===== src/ftds_pkg.sv =====
package ftds_pkg;

	localparam int unsigned IDX_W = 21;
	localparam logic [IDX_W-1:0] MAX_LEN = 21'd1048576;

	localparam logic [31:0] SIGN_BIT   = 32'h8000_0000;
	localparam logic [31:0] MAG_MASK   = 32'h7FFF_FFFF;
	localparam logic [31:0] INF_BITS   = 32'h7F80_0000;
	localparam logic [31:0] FLOOR_BITS = 32'h0DA2_4260;
	localparam logic [23:0] FLOOR_MANT = 24'hA2_4260;
	localparam logic [7:0]  FLOOR_EXP  = 8'd27;

	localparam int unsigned DIV_W = 58;
	localparam int unsigned QUO_W = 48;
	localparam logic [5:0] REL_STEPS  = 6'd32;
	localparam logic [5:0] MEAN_STEPS = 6'd48;

	localparam int unsigned FIFO_DEPTH = 4;
	localparam int unsigned FIFO_AW    = 2;

	typedef struct packed {
		logic [31:0]      ulp;
		logic             sat;
		logic [63:0]      num;
		logic [DIV_W-1:0] dvsr;
		logic             both;
		logic             last;
	} item_t;

	typedef struct packed {
		logic             start;
		logic [DIV_W-1:0] rem;
		logic [QUO_W-1:0] low;
		logic [5:0]       steps;
		logic [DIV_W-1:0] dvsr;
	} div_req_t;

endpackage


===== src/float_trace_diff_stats_top.sv =====
// Channel   Handshake                   Payload
// item      item_valid / item_stall     ref_value, dut_value, ref_active, dut_active, last
// report    report_valid / report_stall compared_count .. avg_ulp
//
// A compared finite pair goes through the divider for the relative error in the
// back end, which yields one quotient bit per cycle; other pairs skip it.
// A report with compared pairs also runs the mean division, and every report
// is then loaded into the output registers.
// Up to four items queue ahead of the back end, so item_stall rises only when
// the queue is full. Reset clears all totals; the first mismatch reads as -1.
module float_trace_diff_stats_top (
	input  logic               clk,
	input  logic               arst_n,
	input  logic               item_valid,
	output logic               item_stall,
	input  logic [31:0]        ref_value,
	input  logic [31:0]        dut_value,
	input  logic               ref_active,
	input  logic               dut_active,
	input  logic               last,
	output logic               report_valid,
	input  logic               report_stall,
	output logic [20:0]        compared_count,
	output logic [20:0]        mismatch_count,
	output logic [31:0]        max_ulp,
	output logic [31:0]        max_rel_error,
	output logic signed [20:0] first_bad_elem,
	output logic [47:0]        avg_ulp
);

	ftds_pkg::item_t front_item, head;
	logic full, empty, pop, push;

	assign item_stall = full;
	assign push       = item_valid && !full;

	ftds_front u_front (
		.ref_value  (ref_value),
		.dut_value  (dut_value),
		.ref_active (ref_active),
		.dut_active (dut_active),
		.last       (last),
		.item       (front_item)
	);

	ftds_fifo u_fifo (
		.clk     (clk),
		.arst_n  (arst_n),
		.push    (push),
		.wr_item (front_item),
		.pop     (pop),
		.rd_item (head),
		.empty   (empty),
		.full    (full)
	);

	ftds_back u_back (
		.clk            (clk),
		.arst_n         (arst_n),
		.head           (head),
		.empty          (empty),
		.pop            (pop),
		.report_valid   (report_valid),
		.report_stall   (report_stall),
		.compared_count (compared_count),
		.mismatch_count (mismatch_count),
		.max_ulp        (max_ulp),
		.max_rel_error  (max_rel_error),
		.first_bad_elem (first_bad_elem),
		.avg_ulp        (avg_ulp)
	);

endmodule


===== src/ftds_front.sv =====
module ftds_front (
	input  logic [31:0]    ref_value,
	input  logic [31:0]    dut_value,
	input  logic           ref_active,
	input  logic           dut_active,
	input  logic           last,
	output ftds_pkg::item_t item
);

	logic [31:0] ma, mb, big, lesser, map_a, map_b;
	logic [7:0]  e_l, e_s, k;
	logic [23:0] m_l, m_s, m_d;
	logic [63:0] lp;
	logic [61:0] sm, sp, mask;
	logic        sticky;
	logic [5:0]  r;
	logic [7:0]  r_wide;

	always_comb begin
		ma = ref_value & ftds_pkg::MAG_MASK;
		mb = dut_value & ftds_pkg::MAG_MASK;
		big    = (ma >= mb) ? ma : mb;
		lesser = (ma >= mb) ? mb : ma;

		// Subnormals share the exponent of the smallest normal.
		e_l = big[30:23];
		m_l = {(e_l != 8'd0), big[22:0]};
		if (e_l == 8'd0) begin
			e_l = 8'd1;
		end
		e_s = lesser[30:23];
		m_s = {(e_s != 8'd0), lesser[22:0]};
		if (e_s == 8'd0) begin
			e_s = 8'd1;
		end
		k = e_l - e_s;

		lp = {2'b00, m_l, 38'd0};
		sm = {m_s, 38'd0};
		if (k <= 8'd62) begin
			sp     = sm >> k;
			mask   = ~({62{1'b1}} << k);
			sticky = (sm & mask) != 62'd0;
		end else begin
			sp     = 62'd0;
			mask   = 62'd0;
			sticky = m_s != 24'd0;
		end

		if (((ref_value ^ dut_value) & ftds_pkg::SIGN_BIT) == 32'd0) begin
			item.num = lp - {2'b00, sp} - {63'd0, sticky};
		end else begin
			item.num = lp + {2'b00, sp};
		end

		if (big >= ftds_pkg::FLOOR_BITS) begin
			m_d    = m_l;
			r_wide = 8'd8;
		end else begin
			m_d    = ftds_pkg::FLOOR_MANT;
			r_wide = ftds_pkg::FLOOR_EXP - e_l + 8'd8;
		end
		r = r_wide[5:0];
		item.dvsr = {34'd0, m_d} << r;

		map_a = ref_value[31] ? ~ref_value : (ref_value | ftds_pkg::SIGN_BIT);
		map_b = dut_value[31] ? ~dut_value : (dut_value | ftds_pkg::SIGN_BIT);
		if (((ref_value | dut_value) & ftds_pkg::MAG_MASK) == 32'd0) begin
			item.ulp = 32'd0;
		end else begin
			item.ulp = (map_a > map_b) ? (map_a - map_b) : (map_b - map_a);
		end

		item.sat  = (ma >= ftds_pkg::INF_BITS) || (mb >= ftds_pkg::INF_BITS);
		item.both = ref_active & dut_active;
		item.last = last;
	end

endmodule


===== src/ftds_fifo.sv =====
module ftds_fifo (
	input  logic            clk,
	input  logic            arst_n,
	input  logic            push,
	input  ftds_pkg::item_t wr_item,
	input  logic            pop,
	output ftds_pkg::item_t rd_item,
	output logic            empty,
	output logic            full
);

	ftds_pkg::item_t entry_q [ftds_pkg::FIFO_DEPTH];
	logic [ftds_pkg::FIFO_AW-1:0] wr_ptr_q, rd_ptr_q;
	logic [ftds_pkg::FIFO_AW:0]   count_q;

	assign empty   = count_q == '0;
	assign full    = count_q == (ftds_pkg::FIFO_AW+1)'(ftds_pkg::FIFO_DEPTH);
	assign rd_item = entry_q[rd_ptr_q];

	always_ff @(posedge clk) begin
		if (push) begin
			entry_q[wr_ptr_q] <= wr_item;
		end
	end

	always_ff @(posedge clk or negedge arst_n) begin
		if (!arst_n) begin
			wr_ptr_q <= '0;
			rd_ptr_q <= '0;
			count_q  <= '0;
		end else begin
			if (push) begin
				wr_ptr_q <= wr_ptr_q + 1'b1;
			end
			if (pop) begin
				rd_ptr_q <= rd_ptr_q + 1'b1;
			end
			if (push && !pop) begin
				count_q <= count_q + 1'b1;
			end else if (pop && !push) begin
				count_q <= count_q - 1'b1;
			end
		end
	end

endmodule


===== src/ftds_div.sv =====
module ftds_div (
	input  logic                           clk,
	input  logic                           arst_n,
	input  ftds_pkg::div_req_t             req,
	output logic                           done,
	output logic [ftds_pkg::QUO_W-1:0]     quo
);

	logic [ftds_pkg::DIV_W-1:0] rem_q, dvsr_q;
	logic [ftds_pkg::QUO_W-1:0] low_q, quo_q;
	logic [5:0]                 cnt_q;
	logic                       run_q, done_q;
	logic [ftds_pkg::DIV_W:0]   trial, diff;
	logic                       ge;

	// Restoring division, one quotient bit per cycle. The caller preloads the
	// upper dividend bits that are known to be below the divisor.
	always_comb begin
		trial = {rem_q, low_q[ftds_pkg::QUO_W-1]};
		ge    = trial >= {1'b0, dvsr_q};
		diff  = trial - {1'b0, dvsr_q};
	end

	assign done = done_q;
	assign quo  = quo_q;

	always_ff @(posedge clk) begin
		if (req.start) begin
			rem_q  <= req.rem;
			low_q  <= req.low;
			dvsr_q <= req.dvsr;
			quo_q  <= '0;
		end else if (run_q) begin
			rem_q <= ge ? diff[ftds_pkg::DIV_W-1:0] : trial[ftds_pkg::DIV_W-1:0];
			low_q <= {low_q[ftds_pkg::QUO_W-2:0], 1'b0};
			quo_q <= {quo_q[ftds_pkg::QUO_W-2:0], ge};
		end
	end

	always_ff @(posedge clk or negedge arst_n) begin
		if (!arst_n) begin
			run_q  <= 1'b0;
			done_q <= 1'b0;
			cnt_q  <= '0;
		end else begin
			done_q <= 1'b0;
			if (req.start) begin
				run_q <= 1'b1;
				cnt_q <= req.steps;
			end else if (run_q) begin
				cnt_q <= cnt_q - 1'b1;
				if (cnt_q == 6'd1) begin
					run_q  <= 1'b0;
					done_q <= 1'b1;
				end
			end
		end
	end

endmodule


===== src/ftds_back.sv =====
module ftds_back (
	input  logic            clk,
	input  logic            arst_n,
	input  ftds_pkg::item_t head,
	input  logic            empty,
	output logic            pop,
	output logic            report_valid,
	input  logic            report_stall,
	output logic [20:0]     compared_count,
	output logic [20:0]     mismatch_count,
	output logic [31:0]     max_ulp,
	output logic [31:0]     max_rel_error,
	output logic signed [20:0] first_bad_elem,
	output logic [47:0]     avg_ulp
);

	localparam logic [2:0] S_IDLE = 3'd0;
	localparam logic [2:0] S_CHK  = 3'd1;
	localparam logic [2:0] S_REL  = 3'd2;
	localparam logic [2:0] S_FIN  = 3'd3;
	localparam logic [2:0] S_MEAN = 3'd4;
	localparam logic [2:0] S_OUT  = 3'd5;

	logic [2:0] state_q;
	ftds_pkg::item_t cur_q;
	logic cmp_q;

	logic [20:0] idx_q, cnt_q, mis_q, first_q;
	logic [31:0] maxu_q, maxr_q;
	logic [51:0] acc_q;
	logic [47:0] mean_q;

	ftds_pkg::div_req_t req;
	logic        div_done;
	logic [47:0] div_quo;

	logic        upd_en, load_out, clear_stats;
	logic [31:0] upd_rel;

	ftds_div u_div (
		.clk    (clk),
		.arst_n (arst_n),
		.req    (req),
		.done   (div_done),
		.quo    (div_quo)
	);

	assign load_out = (state_q == S_OUT) && (!report_valid || !report_stall);
	assign clear_stats = load_out;
	assign pop = (state_q == S_IDLE) && !empty;

	always_comb begin
		req         = '0;
		upd_en      = 1'b0;
		upd_rel     = 32'hFFFF_FFFF;
		unique case (state_q)
			S_CHK: begin
				if (cmp_q && !cur_q.sat) begin
					req.start = 1'b1;
					req.rem   = {26'd0, cur_q.num[63:32]};
					req.low   = {cur_q.num[31:0], 16'd0};
					req.steps = ftds_pkg::REL_STEPS;
					req.dvsr  = cur_q.dvsr;
				end else begin
					upd_en = 1'b1;
				end
			end
			S_REL: begin
				upd_en  = div_done;
				upd_rel = div_quo[31:0];
			end
			S_FIN: begin
				if (cur_q.last && cnt_q != 21'd0) begin
					req.start = 1'b1;
					req.rem   = {38'd0, acc_q[51:32]};
					req.low   = {acc_q[31:0], 16'd0};
					req.steps = ftds_pkg::MEAN_STEPS;
					req.dvsr  = {37'd0, cnt_q};
				end
			end
			default: begin
			end
		endcase
	end

	always_ff @(posedge clk) begin
		if (pop) begin
			cur_q <= head;
		end
		if (state_q == S_MEAN && div_done) begin
			mean_q <= div_quo;
		end else if (state_q == S_FIN) begin
			mean_q <= '0;
		end
		if (load_out) begin
			compared_count <= cnt_q;
			mismatch_count <= mis_q;
			max_ulp        <= maxu_q;
			max_rel_error  <= maxr_q;
			first_bad_elem <= first_q;
			avg_ulp        <= mean_q;
		end
	end

	always_ff @(posedge clk or negedge arst_n) begin
		if (!arst_n) begin
			state_q      <= S_IDLE;
			cmp_q        <= 1'b0;
			report_valid <= 1'b0;
			idx_q        <= '0;
			cnt_q        <= '0;
			mis_q        <= '0;
			maxu_q       <= '0;
			maxr_q       <= '0;
			first_q      <= '1;
			acc_q        <= '0;
		end else begin
			if (load_out) begin
				report_valid <= 1'b1;
			end else if (!report_stall) begin
				report_valid <= 1'b0;
			end

			if (clear_stats) begin
				idx_q   <= '0;
				cnt_q   <= '0;
				mis_q   <= '0;
				maxu_q  <= '0;
				maxr_q  <= '0;
				first_q <= '1;
				acc_q   <= '0;
			end else if (upd_en) begin
				// Elements past the length limit leave every total untouched.
				if (idx_q < ftds_pkg::MAX_LEN) begin
					idx_q <= idx_q + 1'b1;
				end
				if (cmp_q) begin
					cnt_q <= cnt_q + 1'b1;
					acc_q <= acc_q + {20'd0, cur_q.ulp};
					if (cur_q.ulp > maxu_q) begin
						maxu_q <= cur_q.ulp;
					end
					if (upd_rel > maxr_q) begin
						maxr_q <= upd_rel;
					end
					if (cur_q.ulp != 32'd0) begin
						mis_q <= mis_q + 1'b1;
						if (first_q[20]) begin
							first_q <= idx_q;
						end
					end
				end
			end

			unique case (state_q)
				S_IDLE: begin
					if (pop) begin
						cmp_q   <= head.both && (idx_q < ftds_pkg::MAX_LEN);
						state_q <= S_CHK;
					end
				end
				S_CHK: begin
					state_q <= req.start ? S_REL : S_FIN;
				end
				S_REL: begin
					if (div_done) begin
						state_q <= S_FIN;
					end
				end
				S_FIN: begin
					if (!cur_q.last) begin
						state_q <= S_IDLE;
					end else if (req.start) begin
						state_q <= S_MEAN;
					end else begin
						state_q <= S_OUT;
					end
				end
				S_MEAN: begin
					if (div_done) begin
						state_q <= S_OUT;
					end
				end
				S_OUT: begin
					if (load_out) begin
						state_q <= S_IDLE;
					end
				end
				default: begin
					state_q <= S_IDLE;
				end
			endcase
		end
	end

endmodule


===== config.mk =====
export PLATFORM = sky130hd
export DESIGN_NAME = float_trace_diff_stats_top
export DESIGN_NICKNAME = d
export VERILOG_FILES = /design/src/ftds_pkg.sv /design/src/float_trace_diff_stats_top.sv /design/src/ftds_front.sv /design/src/ftds_fifo.sv /design/src/ftds_div.sv /design/src/ftds_back.sv
export SDC_FILE = /design/constraint.sdc
export NUM_CORES = 2
export LEC_CHECK = 0
export BUFFER_PORTS_ARGS = -buffer_cell sky130_fd_sc_hd__buf_2
export CAP_MARGIN = 30
export CORE_ASPECT_RATIO = 1.75
export CORE_MARGIN = 2
export CORE_UTILIZATION = 35
export CTS_CLUSTER_SIZE = 30
export DETAILED_ROUTE_END_ITERATION = 10
export SLEW_MARGIN = 10
export SYNTH_ARGS = -nofsm -noshare
export SYNTH_HDL_FRONTEND = slang
export SYNTH_SLANG_ARGS = --single-unit

===== constraint.sdc =====
create_clock -name clk -period 8.8 [get_ports clk]
set_clock_uncertainty 0.1 [all_clocks]
set_input_delay 0.44 -clock clk [delete_from_list [all_inputs] [get_ports clk]]
set_output_delay 0.44 -clock clk [all_outputs]
set_load 0.01 [all_outputs]

After elaboration in Yosys (flattened, before gate mapping) --
Memories as Yosys holds them, arrays and structs flattened. Index checks and enable logic that the tools add are counted.
Operators by class: add/sub/neg operators 18, shift operators 3, $lt $le $gt $ge 10, muxes and demuxes 74, reduce and logical (&&, ||, !) cells 48, equality and inequality tests 12, bitwise gates (word level) 7
Operators by type and width (count):
- $mux W32 | 13
- $mux W171 | 2
- $pmux W171 S2 | 1
- $mux W21 | 15
- $mux W48 | 4
- $mux W58 | 3
- $mux W52 | 3
- $gt A32 B32 Y1 | 3
- $logic_not A32 Y1 | 2
- $mux W64 | 1
- $not A32 Y32 | 2
- $sub A32 B32 Y32 | 2
- $sub A64 B1 Y64 | 1
- $add A21 B1 Y21 const B | 3
- $add A62 B62 Y63 | 1
- $sub A62 B62 Y63 | 1
- $and A62 B62 Y62 | 1
- $ge A31 B31 Y1 const B | 2
- $mux W31 | 2
- $mux W62 | 1
- $not A62 Y62 | 1
- $reduce_bool A62 Y1 | 1
- $shl A62 B8 Y62 const A | 1
- $shr A62 B8 Y62 | 1
- other kinds (44) | 105
Word-level totals: input bits 71, output and inout bits 177, register bits after elaboration 811, logic and storage cells 206, RAM bits 628, memories kept 1
Memory list:
- u_fifo.entry_q | words 4, width 157, rd ports 1, clocked after Yosys merged registers in 0, wr ports 1, line ftds_fifo.sv:12 | ftds_pkg::item_t entry_q [ftds_pkg::FIFO_DEPTH];

Longest topological paths before layout --
depth after elaboration 12, depth in mapped cells 59, depth with buffers taken out 47

Cells and area by module --
A second synthesis with hierarchy kept.
Unflattened totals: cells, all modules 6942, area, all modules 79691.4 um^2
Modules (own cells, without submodules):
- ftds_back | area each 25495.7 um^2, cells an instance 2029, instances 1, sequential area each 16537.1 um^2
- ftds_fifo | area each 23047.1 um^2, cells an instance 855, instances 1, sequential area each 19033.3 um^2
- ftds_front | area each 18534.0 um^2, cells an instance 2903, instances 1, sequential area each 0.0 um^2
- ftds_div | area each 12600.8 um^2, cells an instance 1154, instances 1, sequential area each 6085.8 um^2
- float_trace_diff_stats_top | area each 13.8 um^2, cells an instance 1, instances 1, sequential area each 0.0 um^2

Worst setup path after synthesis --
No wires, ideal clock.
path type input to register, from in ref_value[23], to mem u_fifo.entry_q[0][117] in the netlist's numbering, data pin, arrival time 11.116 ns, slack -2.689 ns, library setup time 0.272 ns, stages 50, path buffers 13, required time 8.428 ns, path through clkbuf_1 -> inv_1 -> ha_1 -> nor4_1 -> nand2_1 -> nor4_1 -> nor4_1 -> nand3_2 -> buf_4 -> buf_6 -> buf_6 -> buf_6 -> clkbuf_1 -> clkbuf_1 -> nor2_1 -> a21o_1 -> clkinv_1 -> ha_1 -> [14 not listed] -> or3_1 -> nand3_1 -> a21boi_0 -> a21oi_1 -> nand2_1 -> ha_1 -> o21a_1 -> nand4_1 -> a2111o_1 -> a2111oi_2 -> o211ai_1 -> a2111oi_4 -> nand2_1 -> and4bb_2 -> nor4b_2 -> nand4b_1 -> a31o_2 -> xnor2_1
RTL lines:
- start, declared | line float_trace_diff_stats_top.sv:16 | input logic [31:0] ref_value,
- end, declared | line ftds_fifo.sv:12

==> summary.md <==
| Metric | Value |
|---|---|
| Drt initial violations | 3811 |
| Dpl cell area | 88650 µm² |
| DR pass1 iterations | 5 |
| Slowest CP cell | or4_4 |
| Row cnt | 226 |
| Main synth FF type | edfxtp_1 |
| CP max stage delay | 0.59 ns |
| # port buffers | 247 |
| CP dominant cell by count | buf_4 |
| Leakage Power | 37.71 nW |
| Share of cells above drive strength 1 | 0.2647 |
| Vias in the first global route | 59720 |
| Post-Place Setup Slack | -2.360 ns |
| Failing checks | negative setup slack |
| Post-route cell area | 94560 µm² |
| Worst path bufs/invs | 12 |
| Placed cell count | 10500 |
| First-pass GRT wire length | 381000 µm |
| CP top delay family | simple AND/OR/NAND/NOR gates |
| GRT Util Overall | 0.2291 |
| Worst Hold Class | primary input to register |
| Post-Syn Instances | 6657 |
| Crit path time final | 9.564 ns |
| Post-DR wirelength/cell | 23.96 µm |
| Final TNS setup | -45.76 ns |
| Part of the Yosys area used for sequential elements | 0.5402 |
| Max_slew headroom | 0.2538 |
| Total power | 25.22 mW |
| CP endpoint | u_fifo.entry_q[3][122] |
| GRT overflow | 0 |
| CP required | 9.24 ns |
| RSZ-0062 raised after global routing | true |
| CTS tree | yes |
| R2R Path Start | u_back.u_div.rem_q[0] |
| CP Class | primary input to register |
| Max Buffers Root-to-Sink | 3 |
| Worst Reg-to-Reg Cells | 20 |
| Commonest non-fill, non-tap cell in the layout | edfxtp_1 |
| Avg Cell Area, Syn | 11.45 µm² |
| Setup Viol. Count Final | 112 |
| Die width | 356.8 µm |
| TritonCTS Buffers | 115 |
| Final cycle utilization of the critical path | 1.087 |
| Hold slack | 0.1157 ns |
| Status | finished with violations |
| WP data arrival | 10.00 ns |
| Post-layout util | 0.4366 |
| Nets | 8243 |
| Starting Density | 0.3519 |
| Post-synth EDFFs | 1155 |
| Clock Sinks | 1423 |
| Hold Violations, Final | 0 |
| Synthesis-stage register bit count | 1423 |
| R2R Setup Slk | 1.91 ns |
| CP Capture Type | register |
| Mapped Area | 76220 µm² |
| Die H | 621.3 µm |
| Synth Warn # | 0 |
| Number of max-cap violations | 0 |
| R2r endpoint | u_back.u_div.rem_q[15] |
| DRT Wirelength | 258100 µm |
| Maximum VDD drop | 0.2000 mV |
| Setup WS post-layout | -0.7645 ns |
| Final HPWL DP | 198400 µm |
| Fillers | 20320 |
| Non-filler instance count after layout | 10770 |
| H-tree depth | 3 |
| Root Driver | clkbuf_16 |
| Core ar. | 216600 µm² |
| CP Depth | 42 |
| Peak Freq | 104.6 MHz |
| Critical Path Start | dut_value[21] |
| Synth-to-Final Area Change | 24.07% |
| Ys async rst share | 0.1546 |
| Vias per Instance | 5.352 |
| RD Place Congestion | 1.048 |
| CP startpoint kind | primary input |
| Worst slew pin tran | 1.119 ns |
| Post-DRT Antenna Nets | 0 |
| Clock slew at reported path FFs | 0.07 ns |
| Pin count of the biggest net entering global routing | 127 |
| Commonest cells after routing, fill and taps aside | edfxtp_1, buf_4, nor2_1 |
| Top Ports | 248 |
| Initial antenna violation count | 7 |
| Die Footprint | 221700 µm² |
| DRC Markers | 0 |
| Count of pins over their slew limit | 0 |
| Vias | 57640 |
| Worst-path maximum fanout | 7 |
| Post-synth cell types | 112 |
| Worst-Skew Late Latency | 0.75 ns |
| Pwr Density | 266.7 nW/µm² |
## cells in the mapped netlist (23+ instances only)
cell	n	area, µm²
nor3_1	97	485.5
nor2_1	580	2177
o31ai_1	62	465.5
a211oi_1	51	382.9
nand2_1	512	1922
xor2_1	176	1541
inv_1	431	1618
a21oi_1	341	1707
a21o_1	99	743.2
xnor2_1	177	1550
dfxtp_1	48	960.9
o21a_1	27	202.7
o211ai_1	28	210.2
dfrtp_1	199	4980
nand4_1	90	563.0
and3_1	51	319.1
nor4_1	56	350.3
a22oi_1	56	420.4
buf_1	52	195.2
edfxtp_1	1155	34680
o221ai_1	26	227.7
and2_1	127	794.5
or3_1	30	187.7
a31oi_1	60	375.4
clkbuf_1	247	927.1
o21bai_1	40	300.3
o22ai_1	53	331.6
nor2b_1	57	356.6
o21ai_0	358	1792
a22o_1	28	245.2
nand2b_1	47	294.0
nand3_1	178	890.9
ha_1	351	4392
mux2i_1	164	1642
mux4_2	160	3603
a221oi_1	23	201.4
## cell type report
type	count	area (µm²)	area share
Sequential cell	1423	41180	0.4355
Multi-Input combinational cell	4480	34090	0.3605
Timing Repair Buffer	1354	9980	0.1055
Tap cell	2850	3566	0.03771
Clock buffer	134	2989	0.03161
Inverter	440	1698	0.01796
Clock inverter	85	1040	0.01100
Antenna cell	5	12.51	0.0001323
## worst min-delay path by stage
| stage | cells past startpoint | to | start | slack [ns] |
|---|---|---|---|---|
| final | 2 | u_fifo.entry_q[0][1] | dut_active | 0.12 |
| after global routing | 2 | u_fifo.entry_q[0][1] | ref_active | 0.09 |
| after CTS | 2 | u_fifo.entry_q[0][1] | dut_active | 0.05 |
| after detailed placement | 0 | u_back.avg_ulp[24] | u_back.mean_q[24] | 0.30 |
| after global placement | 0 | u_back.avg_ulp[44] | u_back.mean_q[44] | 0.30 |
| after floorplan | 0 | u_back.acc_q[0] | arst_n | 0.04 |
## sequential cells by signal, summed over array words and instances (netlist names), 32 cells and up
| signal | flops |
|---|---|
| u_fifo.entry_q | 628 |
| u_back.cur_q | 156 |
| u_back.u_div.dvsr_q | 58 |
| u_back.u_div.rem_q | 58 |
| u_back.acc_q | 52 |
| u_back.avg_ulp | 48 |
| u_back.mean_q | 48 |
| u_back.u_div.quo | 48 |
| u_back.max_rel_error | 32 |
| u_back.max_ulp | 32 |
| u_back.maxr_q | 32 |
| u_back.maxu_q | 32 |
| u_back.u_div.low_q | 32 |
## routing by layer
| layer | vias to the layer above | track usage | part of all wire | wire length [µm] |
|---|---|---|---|---|
| met5 | - | 0 | 0.000050 | 13 |
| met4 | 2 | 0.1749 | 0.091 | 23410 |
| met3 | 697 | 0.02985 | 0.041 | 10540 |
| met2 | 1700 | 0.4145 | 0.52 | 133200 |
| met1 | 28330 | 0.2379 | 0.35 | 90920 |
| li1 | 26910 | - | - | - |
## cells by family (layout without fill, tap and decap cells)
| family | Yosys count | after routing | synth area share |
|---|---|---|---|
| compound gates | 1468 | 1468 | 0.1264 |
| xor+xnor | 353 | 353 | 0.04056 |
| fa+ha+maj | 358 | 358 | 0.05946 |
| buf+inv | 773 | 2013 | 0.03938 |
| flops | 1423 | 1423 | 0.5402 |
| mux | 345 | 345 | 0.07192 |
| other cells | 1 | 25 | 0.00004920 |
| simple gates | 1936 | 1936 | 0.1220 |
## report_power, final
part,switching [mW],internal (mW)
registers,0.148,8.58
clock network,2.50,2.93
logic,6.41,4.65
## repair_timing
item | CTS | global route
buffers inserted | 22 | 16
setup endpoints to repair | 204 | 220
pin swaps | 45 | 49
endpoints found under the hold margin | 87 | 0
gates cloned | 0 | 0
hold buffers | 3 | 0
resized for setup | 168 | 118
No activity file was read; power rests on OpenSTA's default activity.
